===== config.mk =====
export PLATFORM = sky130hd
export DESIGN_NAME = i2c_register_transfer_sequencer
export DESIGN_NICKNAME = d
export VERILOG_FILES = /design/src/design/irts_pkg.sv /design/src/design/irts_csr.sv /design/src/design/irts_step.sv /design/src/design/i2c_register_transfer_sequencer.sv
export SDC_FILE = /design/constraint.sdc
export NUM_CORES = 1
export LEC_CHECK = 0
export BUFFER_PORTS_ARGS = -buffer_cell sky130_fd_sc_hd__buf_2
export CAP_MARGIN = 20
export CORE_AREA = 5 5 108 110
export DETAILED_ROUTE_END_ITERATION = 7
export DIE_AREA = 0 0 113 115
export PLACE_DENSITY = 0.83
export SYNTH_ARGS = -nofsm -noshare
export SYNTH_HDL_FRONTEND = slang
export SYNTH_HIERARCHICAL = 1
export SYNTH_SLANG_ARGS = --single-unit
export TNS_END_PERCENT = 1

===== constraint.sdc =====
create_clock -name clock -period 3.3 [get_ports clock]
set_input_delay 0.495 -clock clock [delete_from_list [all_inputs] [get_ports clock]]
set_output_delay 0.495 -clock clock [all_outputs]
set_load 0.1 [all_outputs]

===== src/design/irts_pkg.sv =====
`timescale 1ns / 1ps
// ----------------------------------------------------------------------------
// irts_pkg
// Shared types, codes and constants of the i2c register transfer sequencer.
// ----------------------------------------------------------------------------
package irts_pkg;

   // opcodes of a request beat
   localparam logic OP_BEGIN = 1'b0;
   localparam logic OP_EVENT = 1'b1;

   // start phases of a read transfer
   localparam logic [1:0] PH_NONE    = 2'd0;
   localparam logic [1:0] PH_START   = 2'd1;
   localparam logic [1:0] PH_RESTART = 2'd2;

   // address byte masks
   localparam logic [7:0] ADDR_WR_MASK = 8'hFE;
   localparam logic [7:0] ADDR_RD_BIT  = 8'h01;
   localparam logic [7:0] REG_AUTO_INC = 8'h80;

   // configuration register indexes
   localparam logic [2:0] REG_DIRECTION   = 3'd0;
   localparam logic [2:0] REG_DEVICE_ADDR = 3'd1;
   localparam logic [2:0] REG_REG_ADDR    = 3'd2;
   localparam logic [2:0] REG_TX_BYTE     = 3'd3;
   localparam logic [2:0] REG_BYTE_COUNT  = 3'd4;

   localparam int CSR_ADDR_W = 5;

   typedef struct packed {
      logic       direction;
      logic [7:0] device_addr;
      logic [7:0] reg_addr;
      logic [7:0] tx_byte;
      logic [7:0] byte_count;
   } cfg_type;

   typedef struct packed {
      logic       opcode;
      logic       flag_sb;
      logic       flag_addr;
      logic       flag_txe;
      logic       flag_rxne;
      logic [7:0] data_in;
   } item_type;

   typedef struct packed {
      logic [1:0] start_phase;
      logic [7:0] remaining;
      logic       multi_mode;
      logic       active;
   } state_type;

   typedef struct packed {
      logic       data_write;
      logic [7:0] data_value;
      logic       read_status2;
      logic       gen_start;
      logic       gen_stop;
      logic       ack_on;
      logic       ack_off;
      logic       clear_stop;
      logic       rx_valid;
      logic [7:0] rx_byte;
      logic       done_res;
      logic       busy_res;
   } result_type;

endpackage


===== src/design/irts_csr.sv =====
`timescale 1ns / 1ps
// ----------------------------------------------------------------------------
// irts_csr
// Configuration register file behind the apb-style port.
// ----------------------------------------------------------------------------
module irts_csr (
   input  logic                            clock,
   input  logic                            reset,
   input  logic                            csr_psel,
   input  logic                            csr_penable,
   input  logic                            csr_pwrite,
   input  logic [irts_pkg::CSR_ADDR_W-1:0] csr_paddr,
   input  logic [31:0]                     csr_pwdata,
   output logic [31:0]                     csr_prdata,
   output logic                            csr_pready,
   output irts_pkg::cfg_type               cfg
);
   import irts_pkg::*;

   cfg_type    cfg_ff;
   cfg_type    cfg_in;
   logic [2:0] reg_idx;
   logic       wr_en;

   assign csr_pready = 1'b1;
   assign reg_idx    = csr_paddr[CSR_ADDR_W-1:2];
   assign wr_en      = csr_psel & csr_penable & csr_pwrite & csr_pready;

   // register write decode
   always_comb begin
      cfg_in = cfg_ff;
      if (wr_en) begin
         unique case (reg_idx)
            REG_DIRECTION:   cfg_in.direction   = csr_pwdata[0];
            REG_DEVICE_ADDR: cfg_in.device_addr = csr_pwdata[7:0];
            REG_REG_ADDR:    cfg_in.reg_addr    = csr_pwdata[7:0];
            REG_TX_BYTE:     cfg_in.tx_byte     = csr_pwdata[7:0];
            REG_BYTE_COUNT:  cfg_in.byte_count  = csr_pwdata[7:0];
            default:         cfg_in             = cfg_ff;
         endcase
      end
   end

   always_ff @(posedge clock) begin
      if (reset) begin
         cfg_ff <= '0;
      end else begin
         cfg_ff <= cfg_in;
      end
   end

   // read back
   always_comb begin
      csr_prdata = '0;
      unique case (reg_idx)
         REG_DIRECTION:   csr_prdata[0]   = cfg_ff.direction;
         REG_DEVICE_ADDR: csr_prdata[7:0] = cfg_ff.device_addr;
         REG_REG_ADDR:    csr_prdata[7:0] = cfg_ff.reg_addr;
         REG_TX_BYTE:     csr_prdata[7:0] = cfg_ff.tx_byte;
         REG_BYTE_COUNT:  csr_prdata[7:0] = cfg_ff.byte_count;
         default:         csr_prdata      = '0;
      endcase
   end

   assign cfg = cfg_ff;

endmodule


===== src/design/irts_step.sv =====
`timescale 1ns / 1ps
// ----------------------------------------------------------------------------
// irts_step
// Event decode: from the current transfer state, the configuration and one
// request beat, forms the controller actions and the next transfer state.
// ----------------------------------------------------------------------------
module irts_step (
   input  irts_pkg::cfg_type    cfg,
   input  irts_pkg::item_type   item,
   input  irts_pkg::state_type  state_cur,
   output irts_pkg::state_type  state_nxt,
   output irts_pkg::result_type res
);
   import irts_pkg::*;

   logic [7:0] rem_dec;

   assign rem_dec = state_cur.remaining - 8'd1;

   always_comb begin
      state_nxt = state_cur;
      res       = '0;
      if (item.opcode == OP_BEGIN) begin
         // begin: load the count, keep the start phase
         state_nxt.remaining = cfg.byte_count;
         state_nxt.active    = 1'b1;
         if (cfg.byte_count > 8'd1) begin
            state_nxt.multi_mode = 1'b1;
         end
      end else if (state_cur.active) begin
         if (!state_cur.multi_mode && !cfg.direction) begin
            // single write: address, register, then data bytes
            priority if (item.flag_sb) begin
               res.data_write = 1'b1;
               res.data_value = cfg.device_addr & ADDR_WR_MASK;
            end else if (item.flag_addr) begin
               res.read_status2 = 1'b1;
               res.data_write   = 1'b1;
               res.data_value   = cfg.reg_addr;
            end else if (item.flag_txe) begin
               if (state_cur.remaining != 8'd0) begin
                  res.data_write      = 1'b1;
                  res.data_value      = cfg.tx_byte;
                  state_nxt.remaining = rem_dec;
               end else begin
                  res.gen_stop  = 1'b1;
                  res.done_res  = 1'b1;
                  state_nxt     = '0;
               end
            end
         end else if (cfg.direction) begin
            // read: register phase, restart, then receive
            priority if (item.flag_sb) begin
               if (state_cur.start_phase == PH_RESTART) begin
                  res.data_write = 1'b1;
                  res.data_value = cfg.device_addr | ADDR_RD_BIT;
               end else if (state_cur.start_phase == PH_NONE) begin
                  res.data_write        = 1'b1;
                  res.data_value        = cfg.device_addr & ADDR_WR_MASK;
                  state_nxt.start_phase = PH_START;
               end
            end else if (item.flag_addr) begin
               if (state_cur.start_phase == PH_START) begin
                  res.read_status2 = 1'b1;
                  res.data_write   = 1'b1;
                  res.data_value   = state_cur.multi_mode ?
                                     (cfg.reg_addr | REG_AUTO_INC) : cfg.reg_addr;
               end else if (state_cur.start_phase == PH_RESTART) begin
                  res.read_status2 = 1'b1;
                  if (state_cur.multi_mode) begin
                     res.ack_on     = 1'b1;
                     res.clear_stop = 1'b1;
                  end else begin
                     res.gen_stop = 1'b1;
                     res.ack_off  = 1'b1;
                  end
               end
            end else if (item.flag_txe && state_cur.start_phase == PH_START) begin
               res.gen_start         = 1'b1;
               state_nxt.start_phase = PH_RESTART;
            end else if (item.flag_rxne) begin
               if (!state_cur.multi_mode) begin
                  res.rx_valid = 1'b1;
                  res.rx_byte  = item.data_in;
                  res.done_res = 1'b1;
                  state_nxt    = '0;
               end else if (state_cur.remaining > 8'd1) begin
                  res.rx_valid        = 1'b1;
                  res.rx_byte         = item.data_in;
                  state_nxt.remaining = rem_dec;
                  // nack the last byte once only one is left
                  if (rem_dec == 8'd1) begin
                     res.ack_off  = 1'b1;
                     res.gen_stop = 1'b1;
                  end
               end else if (state_cur.remaining == 8'd1) begin
                  res.rx_valid = 1'b1;
                  res.rx_byte  = item.data_in;
                  res.done_res = 1'b1;
                  state_nxt    = '0;
               end
            end
         end
      end
      res.busy_res = state_nxt.active;
   end

endmodule


===== src/design/i2c_register_transfer_sequencer.sv =====
`timescale 1ns / 1ps
// ----------------------------------------------------------------------------
// i2c_register_transfer_sequencer
// Steps an i2c master controller through a register-addressed transfer.
// ----------------------------------------------------------------------------
// Usage: set direction, device_addr, reg_addr, tx_byte and byte_count through
// the csr_ apb port while the block is idle, then send a begin beat
// (req_tuser = 0) followed by one event beat (req_tuser = 1) per controller
// interrupt, carrying the status flags and the received byte. Every request
// beat yields exactly one response beat with the controller actions, any
// received byte, busy, and rsp_tlast set on the beat that ends the transfer.
// An accepted request beat is held in the input register, then passes
// through the event decode into the output register, which drives the
// response. Throughput is one beat per cycle while rsp_tready is high; the
// transfer state is updated in the same cycle its beat moves into the
// output register, so consecutive beats chain without bubbles. When
// rsp_tready is low the response holds and the input register keeps one
// more beat; req_tready drops only when both are full. Reset clears the
// transfer state and the configuration and empties both pipeline
// registers.
// ----------------------------------------------------------------------------
module i2c_register_transfer_sequencer (
   input  logic                            clock,
   input  logic                            reset,
   // request channel
   input  logic                            req_tvalid,
   output logic                            req_tready,
   // tdata: flag_sb, flag_addr, flag_txe, flag_rxne, data_in[7:0], zero pad
   input  logic [15:0]                     req_tdata,
   // tuser: opcode
   input  logic                            req_tuser,
   // response channel
   output logic                            rsp_tvalid,
   input  logic                            rsp_tready,
   // tdata: data_write, data_value[7:0], read_status2, gen_start, gen_stop,
   //        ack_on, ack_off, clear_stop, rx_valid, rx_byte[7:0], busy_res, pad
   output logic [31:0]                     rsp_tdata,
   // tlast: done_res
   output logic                            rsp_tlast,
   // configuration port
   input  logic                            csr_psel,
   input  logic                            csr_penable,
   input  logic                            csr_pwrite,
   input  logic [irts_pkg::CSR_ADDR_W-1:0] csr_paddr,
   input  logic [31:0]                     csr_pwdata,
   output logic [31:0]                     csr_prdata,
   output logic                            csr_pready
);
   import irts_pkg::*;

   cfg_type    cfg;
   item_type   item_ff;
   item_type   item_in;
   logic       in_valid_ff;
   logic       in_valid_in;
   result_type out_ff;
   result_type out_in;
   logic       out_valid_ff;
   logic       out_valid_in;
   state_type  state_ff;
   state_type  state_in;
   state_type  state_nxt;
   result_type res;
   logic       advance;
   logic       req_beat;

   irts_csr u_csr (
      .clock       (clock),
      .reset       (reset),
      .csr_psel    (csr_psel),
      .csr_penable (csr_penable),
      .csr_pwrite  (csr_pwrite),
      .csr_paddr   (csr_paddr),
      .csr_pwdata  (csr_pwdata),
      .csr_prdata  (csr_prdata),
      .csr_pready  (csr_pready),
      .cfg         (cfg)
   );

   irts_step u_step (
      .cfg       (cfg),
      .item      (item_ff),
      .state_cur (state_ff),
      .state_nxt (state_nxt),
      .res       (res)
   );

   // handshake
   assign advance    = in_valid_ff & (~out_valid_ff | rsp_tready);
   assign req_tready = ~in_valid_ff | advance;
   assign req_beat   = req_tvalid & req_tready;

   // input register
   always_comb begin
      in_valid_in = in_valid_ff;
      item_in     = item_ff;
      if (req_beat) begin
         in_valid_in       = 1'b1;
         item_in.opcode    = req_tuser;
         item_in.flag_sb   = req_tdata[0];
         item_in.flag_addr = req_tdata[1];
         item_in.flag_txe  = req_tdata[2];
         item_in.flag_rxne = req_tdata[3];
         item_in.data_in   = req_tdata[11:4];
      end else if (advance) begin
         in_valid_in = 1'b0;
      end
   end

   // output register and transfer state
   always_comb begin
      out_valid_in = out_valid_ff;
      out_in       = out_ff;
      state_in     = state_ff;
      if (advance) begin
         out_valid_in = 1'b1;
         out_in       = res;
         state_in     = state_nxt;
      end else if (rsp_tready) begin
         out_valid_in = 1'b0;
      end
   end

   always_ff @(posedge clock) begin
      if (reset) begin
         in_valid_ff  <= 1'b0;
         out_valid_ff <= 1'b0;
         state_ff     <= '0;
      end else begin
         in_valid_ff  <= in_valid_in;
         out_valid_ff <= out_valid_in;
         state_ff     <= state_in;
      end
   end

   always_ff @(posedge clock) begin
      item_ff <= item_in;
      out_ff  <= out_in;
   end

   // response packing
   assign rsp_tvalid = out_valid_ff;
   assign rsp_tlast  = out_ff.done_res;
   assign rsp_tdata  = {7'd0,
                        out_ff.busy_res,
                        out_ff.rx_byte,
                        out_ff.rx_valid,
                        out_ff.clear_stop,
                        out_ff.ack_off,
                        out_ff.ack_on,
                        out_ff.gen_stop,
                        out_ff.gen_start,
                        out_ff.read_status2,
                        out_ff.data_value,
                        out_ff.data_write};

   // busy on each beat reflects the state it leaves behind
   a_busy_tracks_state: assert property (@(posedge clock) disable iff (reset)
      advance |=> (out_ff.busy_res == state_ff.active))
      else $error("busy_res does not match transfer state");

   // a completing beat never reports busy
   a_done_not_busy: assert property (@(posedge clock) disable iff (reset)
      (rsp_tvalid && rsp_tlast) |-> !out_ff.busy_res)
      else $error("done beat reports busy");

   // idle state carries no leftover phase, count or mode
   a_idle_clean: assert property (@(posedge clock) disable iff (reset)
      !state_ff.active |-> (state_ff.start_phase == PH_NONE &&
                            state_ff.remaining == 8'd0 && !state_ff.multi_mode))
      else $error("idle with stale transfer state");

   // a received byte and a data write never share a beat
   a_rx_excl_write: assert property (@(posedge clock) disable iff (reset)
      rsp_tvalid |-> !(out_ff.rx_valid && out_ff.data_write))
      else $error("rx byte and data write in one beat");

endmodule

==> flow_metrics.env, run 1 <==
export IMPL_hold_viol_final=0
export IMPL_worst_setup_path_start_kind="register"
export IMPL_pwr_share_comb_pct=19.6
export IMPL_drive_above_1_share_pct=18.4
export IMPL_core_area_mm2=0.0106
export IMPL_grt_use_met1_pct=23.8
export IMPL_syn_to_final_growth_pct=7.30
export IMPL_switching_share_pct=33.3
export IMPL_switchingPower_uw=755
export IMPL_p_per_area_mw_per_mm2=413
export IMPL_grtUsageMet2_pct=32.3
export IMPL_rsz0062_at_grt="false"
export IMPL_multi_input_area_mm2=0.00260
export IMPL_cts_buffer_depth=2
export IMPL_slew_headroom_pct=35.2
export IMPL_cts_sinks=86
export IMPL_die_x_um=113
export IMPL_final_core_util_pct=51.9
export IMPL_overflow=0
export IMPL_p_int_mw=1.52
export IMPL_power_frac_clock_pct=29.1
export IMPL_final_seq_area_mm2=0.00211
export IMPL_grt_pass1_vias=4091
export IMPL_max_freq_mhz=367
export IMPL_antenna_cells=0
export IMPL_period_needed_ps=2720
export IMPL_synthArstFlopShare_pct=0
export IMPL_synth_cell_types=71
export IMPL_path_delay_family="simple AND/OR/NAND/NOR gates"
export IMPL_pwr_share_seq_pct=51.3
export IMPL_hold_ws_ps=307
export IMPL_cts_resized=0
export IMPL_antenna_found_initial=0
export IMPL_finalNetCount=644
export IMPL_port_buffers=66
export IMPL_hpwl_um=9000
export IMPL_cp_slowest_stage_delay_ps=550
export IMPL_maxCapViolCount=0
export IMPL_clk_pin_slew_ps=80
export IMPL_grt_pass1_wl_um=20400
export IMPL_cts_hold_buf=0
export IMPL_end_kind="register"
export IMPL_syn_inst=534
export IMPL_worstPathArrival_ps=2840
export IMPL_ys_flop_type="dfxtp_1"
export IMPL_setup_violations=0
export IMPL_wire_per_inst_um=17.3
export IMPL_drt_wl_total_um=12500
export IMPL_grt_max_degree=68
export IMPL_max_slew_worst_pin_slew_ps=968
export IMPL_stdcell_count=722
export IMPL_post_cts_setup_buffer_count=0
export IMPL_grt_use_total_pct=19.3
export IMPL_crit_path_frequent_cell="nor3_1"
export IMPL_nFillCells=966
export IMPL_path_class="register to register"
export IMPL_synth_edff_count=39
export IMPL_ys_ff_latch=86
export IMPL_initial_core_util_pct=48.3
export IMPL_seq_area_frac_synth_pct=41.2
export IMPL_busiest_layer="met2"
export IMPL_clk_latency_ps=360
export IMPL_vias_per_cell=5.75
export IMPL_crit_path_top_delay_cell="or3b_2"
export IMPL_cts_inserted_buffers=9
export IMPL_fin_crit_sh_pct=82.6
export IMPL_drt_pre_antenna_iters=5
export IMPL_drtAntennaViolNets=0
export IMPL_place_gp_congestion=0.902
export IMPL_rrSetupSlack_ps=580
export IMPL_finalSetupTns_ps=0
export IMPL_root_buffer="clkbuf_8"
export IMPL_crit_buf_inv=1
export IMPL_ir_drop_v=0.000256
export IMPL_die_y_um=115
export IMPL_first_iter_violations=322
export IMPL_io_pins=129
export IMPL_cp_data_required_time_ps=3410
export IMPL_vias=4153
export IMPL_netlist_area_mm2=0.00513
export IMPL_min_path_type="input pin to register"
export IMPL_grt_use_met3_pct=4.58
export IMPL_worstPathCellList="inv_1 -> ha_1 -> or3b_2 -> o21ai_0 -> nor3_1 -> a221oi_1 -> nor3_1"
export IMPL_cp_max_fo=9
export IMPL_remaining_drc_errors=0
export IMPL_cts_tree="done"
export IMPL_synth_warnings=6
export IMPL_status="finished clean"
export IMPL_dieArea_mm2=0.0130
export IMPL_p_leak_nw=2.27
export IMPL_maxSlewViolCount=0
export IMPL_syn_area_per_cell_um2=9.60
export IMPL_fin_worst_skew_ps=8.18
export IMPL_h_tree_depth=3
export IMPL_rows=38
export IMPL_place_inst=706
## sequential cells by signal, indices dropped and copies added, names as in the netlist
register and flops:
in_valid_ff 1, item_ff 13, rsp_tdata 25, rsp_tlast 1, rsp_tvalid 1, state_ff 12, u_csr/cfg 33
## worst register-to-register path, cell delays in order, from the launching register on
cell,delay [ps]
dfxtp_1,390
inv_1,110
ha_1,320
or3b_2,550
o21ai_0,460
nor3_1,210
a221oi_1,350
nor3_1,90
## metal layers
layer / share of wire [%] / routed length [um]
met1: 40 / 5020
met2: 49 / 6070
met3: 8.6 / 1070
met4: 2.6 / 326
met5: 0 / 0
## final timing paths
check	startpoint	end	cells past startpoint
max	state_ff[2]$_SDFFE_PP0P_	rsp_tdata[6]$_DFFE_PP_	7
min	req_tdata[2]	item_ff[9]$_DFFE_PP_	1
max reg2reg	state_ff[2]$_SDFFE_PP0P_	rsp_tdata[6]$_DFFE_PP_	7
min reg2reg	u_csr/cfg[13]$_SDFFE_PP0P_	u_csr/cfg[13]$_SDFFE_PP0P_	2
## power by group through the flow
stage / clock network, mW / logic [mW] / registers, mW
after global routing: 0.733 / 0.464 / 1.17
final: 0.662 / 0.444 / 1.16
after floorplan: 0 / 0.338 / 1.25
after global placement: 0 / 0.437 / 1.19
after CTS: 0.691 / 0.442 / 1.16
after detailed placement: 0 / 0.441 / 1.19
## cells in the mapped netlist, drive strengths merged (10+ instances only)
cell	number	area share, %
buf	46	7.4
o21ai	31	3.0
nand3	10	0.98
a31oi	10	1.2
nand2b	66	8.1
clkbuf	23	1.7
inv	15	1.1
mux2i	47	9.2
nand2	28	2.1
edfxtp	39	23
nor2	27	2.2
nor3	12	1.3
dfxtp	47	18
a21oi	13	1.3
## through the flow
| stage | setup slack, ps | cell area, um^2 | power (mW) |
|---|---|---|---|
| floorplan | -197 | 5240 | 1.59 |
| global placement | 732 | 5330 | 1.62 |
| detailed placement | 648 | 5330 | 1.63 |
| CTS | 639 | 5500 | 2.30 |
| global route | 417 | 5500 | 2.36 |
| finish | 575 | 5500 | 2.27 |
## layout by cell type (no fill, tap or decap), drive strengths merged, types with 5 or more instances in the layout
master	instances
a21oi	13
a221oi	9
a22oi	9
a31oi	10
and2	9
buf	72
clkbuf	11
clkinv	5
conb	32
dfxtp	47
edfxtp	39
ha	6
inv	16
mux2	7
mux2i	47
nand2	28
nand2b	66
nand3	10
nor2	27
nor2b	9
nor3	12
nor4	5
o21ai	31
## logic make-up after synthesis
logic type	share of synthesized area [%]
fa+ha+maj	1.46
compound gates	13.9
mux	10.7
flops	41.2
xor+xnor	0.342
simple gates	21.9
other cells	0.220
buf+inv	10.3
## area by class of cell
type	instances	area share, %
Tap cell	140	3.18
Multi-Input combinational cell	392	47.3
Clock buffer	11	2.57
Inverter	16	1.09
Sequential cell	86	38.4
Clock inverter	5	0.614
Timing Repair Buffer	72	6.82
Power figures use the tool's default switching activity.
==> run 2, diff against run 1 <==
- CORE_AREA: 5 5 108 110 -> 5 5 109 111
- DIE_AREA: 0 0 113 115 -> 0 0 114 116
- PLACE_DENSITY: 0.83 -> 0.85
- clock period: 3.3 -> 2.5 ns (I/O delays scaled with it)
==> flow_metrics.env, run 2 (synthesis gave the netlist of run 1 again) <==
export IMPL_worstPathArrival_ps=2530
export IMPL_place_ws_ps=217
export IMPL_hpwl_um=9460
export IMPL_cp_data_required_time_ps=2720
export IMPL_first_iter_violations=318
export IMPL_fin_worst_skew_ps=13.4
export IMPL_slew_headroom_pct=60.1
export IMPL_clk_latency_ps=360
export IMPL_antenna_found_initial=0
export IMPL_drtAntennaViolNets=0
export IMPL_nFillCells=974
export IMPL_wire_per_inst_um=17.2
export IMPL_power_mw=3.06
export IMPL_root_buffer="clkbuf_8"
export IMPL_vias=4138
export IMPL_max_slew_worst_pin_slew_ps=596
export IMPL_setup_violations=0
export IMPL_remaining_drc_errors=0
export IMPL_h_tree_depth=3
export IMPL_cp_startpoint="state_ff[3]$_SDFFE_PP0P_"
export IMPL_hp_start="req_tdata[0]"
export IMPL_finalWorstSetupSlack_ps=197
export IMPL_initial_core_util_pct=47.9
export IMPL_cts_sinks=86
export IMPL_cts_buffer_depth=2
export IMPL_largest_reg_flops=33
export IMPL_timing_rr_start="state_ff[3]$_SDFFE_PP0P_"
export IMPL_grt_pass1_vias=4020
export IMPL_clk_pin_slew_ps=80
export IMPL_period_needed_ps=2300
export IMPL_finalNetCount=668
export IMPL_fin_crit_sh_pct=92.1
export IMPL_power_frac_clock_pct=29.9
export IMPL_final_seq_area_mm2=0.00211
export IMPL_rsz0062_at_grt="false"
export IMPL_max_freq_mhz=434
export IMPL_path_class="register to register"
export IMPL_pwr_share_comb_pct=20.2
export IMPL_cp_slowest_stage_delay_ps=530
export IMPL_vias_per_cell=5.55
export IMPL_final_cell_mix="nand2b_1 (66), buf_2 (66), mux2i_1 (47)"
export IMPL_maxCapViolCount=0
export IMPL_port_buffers=66
export IMPL_hold_viol_final=0
export IMPL_ir_drop_v=0.000287
export IMPL_rows=38
export IMPL_overflow=0
export IMPL_pwr_share_seq_pct=49.9
export IMPL_syn_to_final_growth_pct=11.1
export IMPL_min_path_type="input pin to register"
export IMPL_core_area_mm2=0.0107
export IMPL_drive_above_1_share_pct=21.6
export IMPL_p_leak_nw=2.39
export IMPL_cts_tree="done"
export IMPL_multi_input_area_mm2=0.00261
export IMPL_switchingPower_mw=1.00
export IMPL_cts_inserted_buffers=9
export IMPL_maxSlewViolCount=0
export IMPL_grt_pass1_wl_um=20100
export IMPL_path_delay_family="simple AND/OR/NAND/NOR gates"
export IMPL_drt_wl_total_um=12800
export IMPL_die_x_um=114
export IMPL_io_pins=129
export IMPL_crit_buf_inv=1
export IMPL_place_gp_congestion=0.972
export IMPL_worst_setup_path_start_kind="register"
export IMPL_cp_max_fo=7
export IMPL_crit_path_top_delay_cell="or3b_2"
export IMPL_status="finished clean"
export IMPL_p_int_mw=2.05
export IMPL_grt_max_degree=43
export IMPL_dieArea_mm2=0.0132
export IMPL_p_per_area_mw_per_mm2=537
export IMPL_die_y_um=116
export IMPL_grt_use_total_pct=19.2
export IMPL_switching_share_pct=32.8
export IMPL_antenna_cells=0
export IMPL_worstPathCellList="inv_1 -> ha_1 -> or3b_2 -> nor2_2 -> o21ai_0 -> a221oi_1 -> o21ai_1 -> nand2b_1 -> mux2i_1"
export IMPL_drt_pre_antenna_iters=5
export IMPL_end_kind="register"
export IMPL_post_cts_setup_buffer_count=0
run 2: worst paths after layout:
kind	to	cells past startpoint	slack, ps
worst max-delay path	state_ff[7]$_SDFFE_PP0P_	9	200
worst min-delay path	item_ff[11]$_DFFE_PP_	1	190
worst max register to register	state_ff[7]$_SDFFE_PP0P_	9	200
worst min register to register	u_csr/cfg[24]$_SDFFE_PP0P_	2	500
run 2: through the flow:
step           instances  TNS, ps  utilization [%]  hold slack (ps)  cell area, um^2
6_report             746        0             53.2              192             5700
5_1_grt              746        0             53.2              168             5700
4_1_cts              746        0             53.2              172             5690
3_5_place_dp         730        0             51.5              482             5510
3_3_place_gp         730        0             51.5              461             5510
2_1_floorplan        563     -751                -              448             5240
run 2: routing by layer:
layer | routed length [um] | track usage, % | part of all wire [%]
met1 | 5360 | 24.8 | 42
met2 | 6390 | 32.4 | 50
met3 | 883 | 3.92 | 6.9
met4 | 192 | 6.18 | 1.5
met5 | 0 | 0 | 0
run 2: layout make-up:
class	instances	share of cell area, %
tap	140	3.08
timing repair buffer	96	9.75
multi-input combinational	392	45.8
clock buffer	12	2.75
sequential	86	37.1
clock inverter	4	0.483
inverter	16	1.05
run 2: what timing repair did:
action | CTS | global route
gates resized for setup | 0 | 2
hold buffers | 0 | 0
setup endpoints to repair | 0 | 2
run 2: worst register-to-register path: cells and delay by family, from the launching register on:
| kind | cells | cell delay (ps) |
|---|---|---|
| and+or+nand+nor | 3 | 860 |
| AOI/OAI and AO/OA | 3 | 620 |
| DFF | 1 | 380 |
| adders and majority gates | 1 | 170 |
| buffers and inverters | 1 | 100 |
| muxes | 1 | 60 |
run 2: power by group through the flow:
stage	Sequential (mW)	Combinational [mW]	Clock, mW
2_1_floorplan	1.65	0.447	0
3_3_place_gp	1.55	0.605	0
3_5_place_dp	1.56	0.613	0
4_1_cts	1.52	0.614	0.941
5_1_grt	1.53	0.647	1.00
6_report	1.52	0.618	0.913
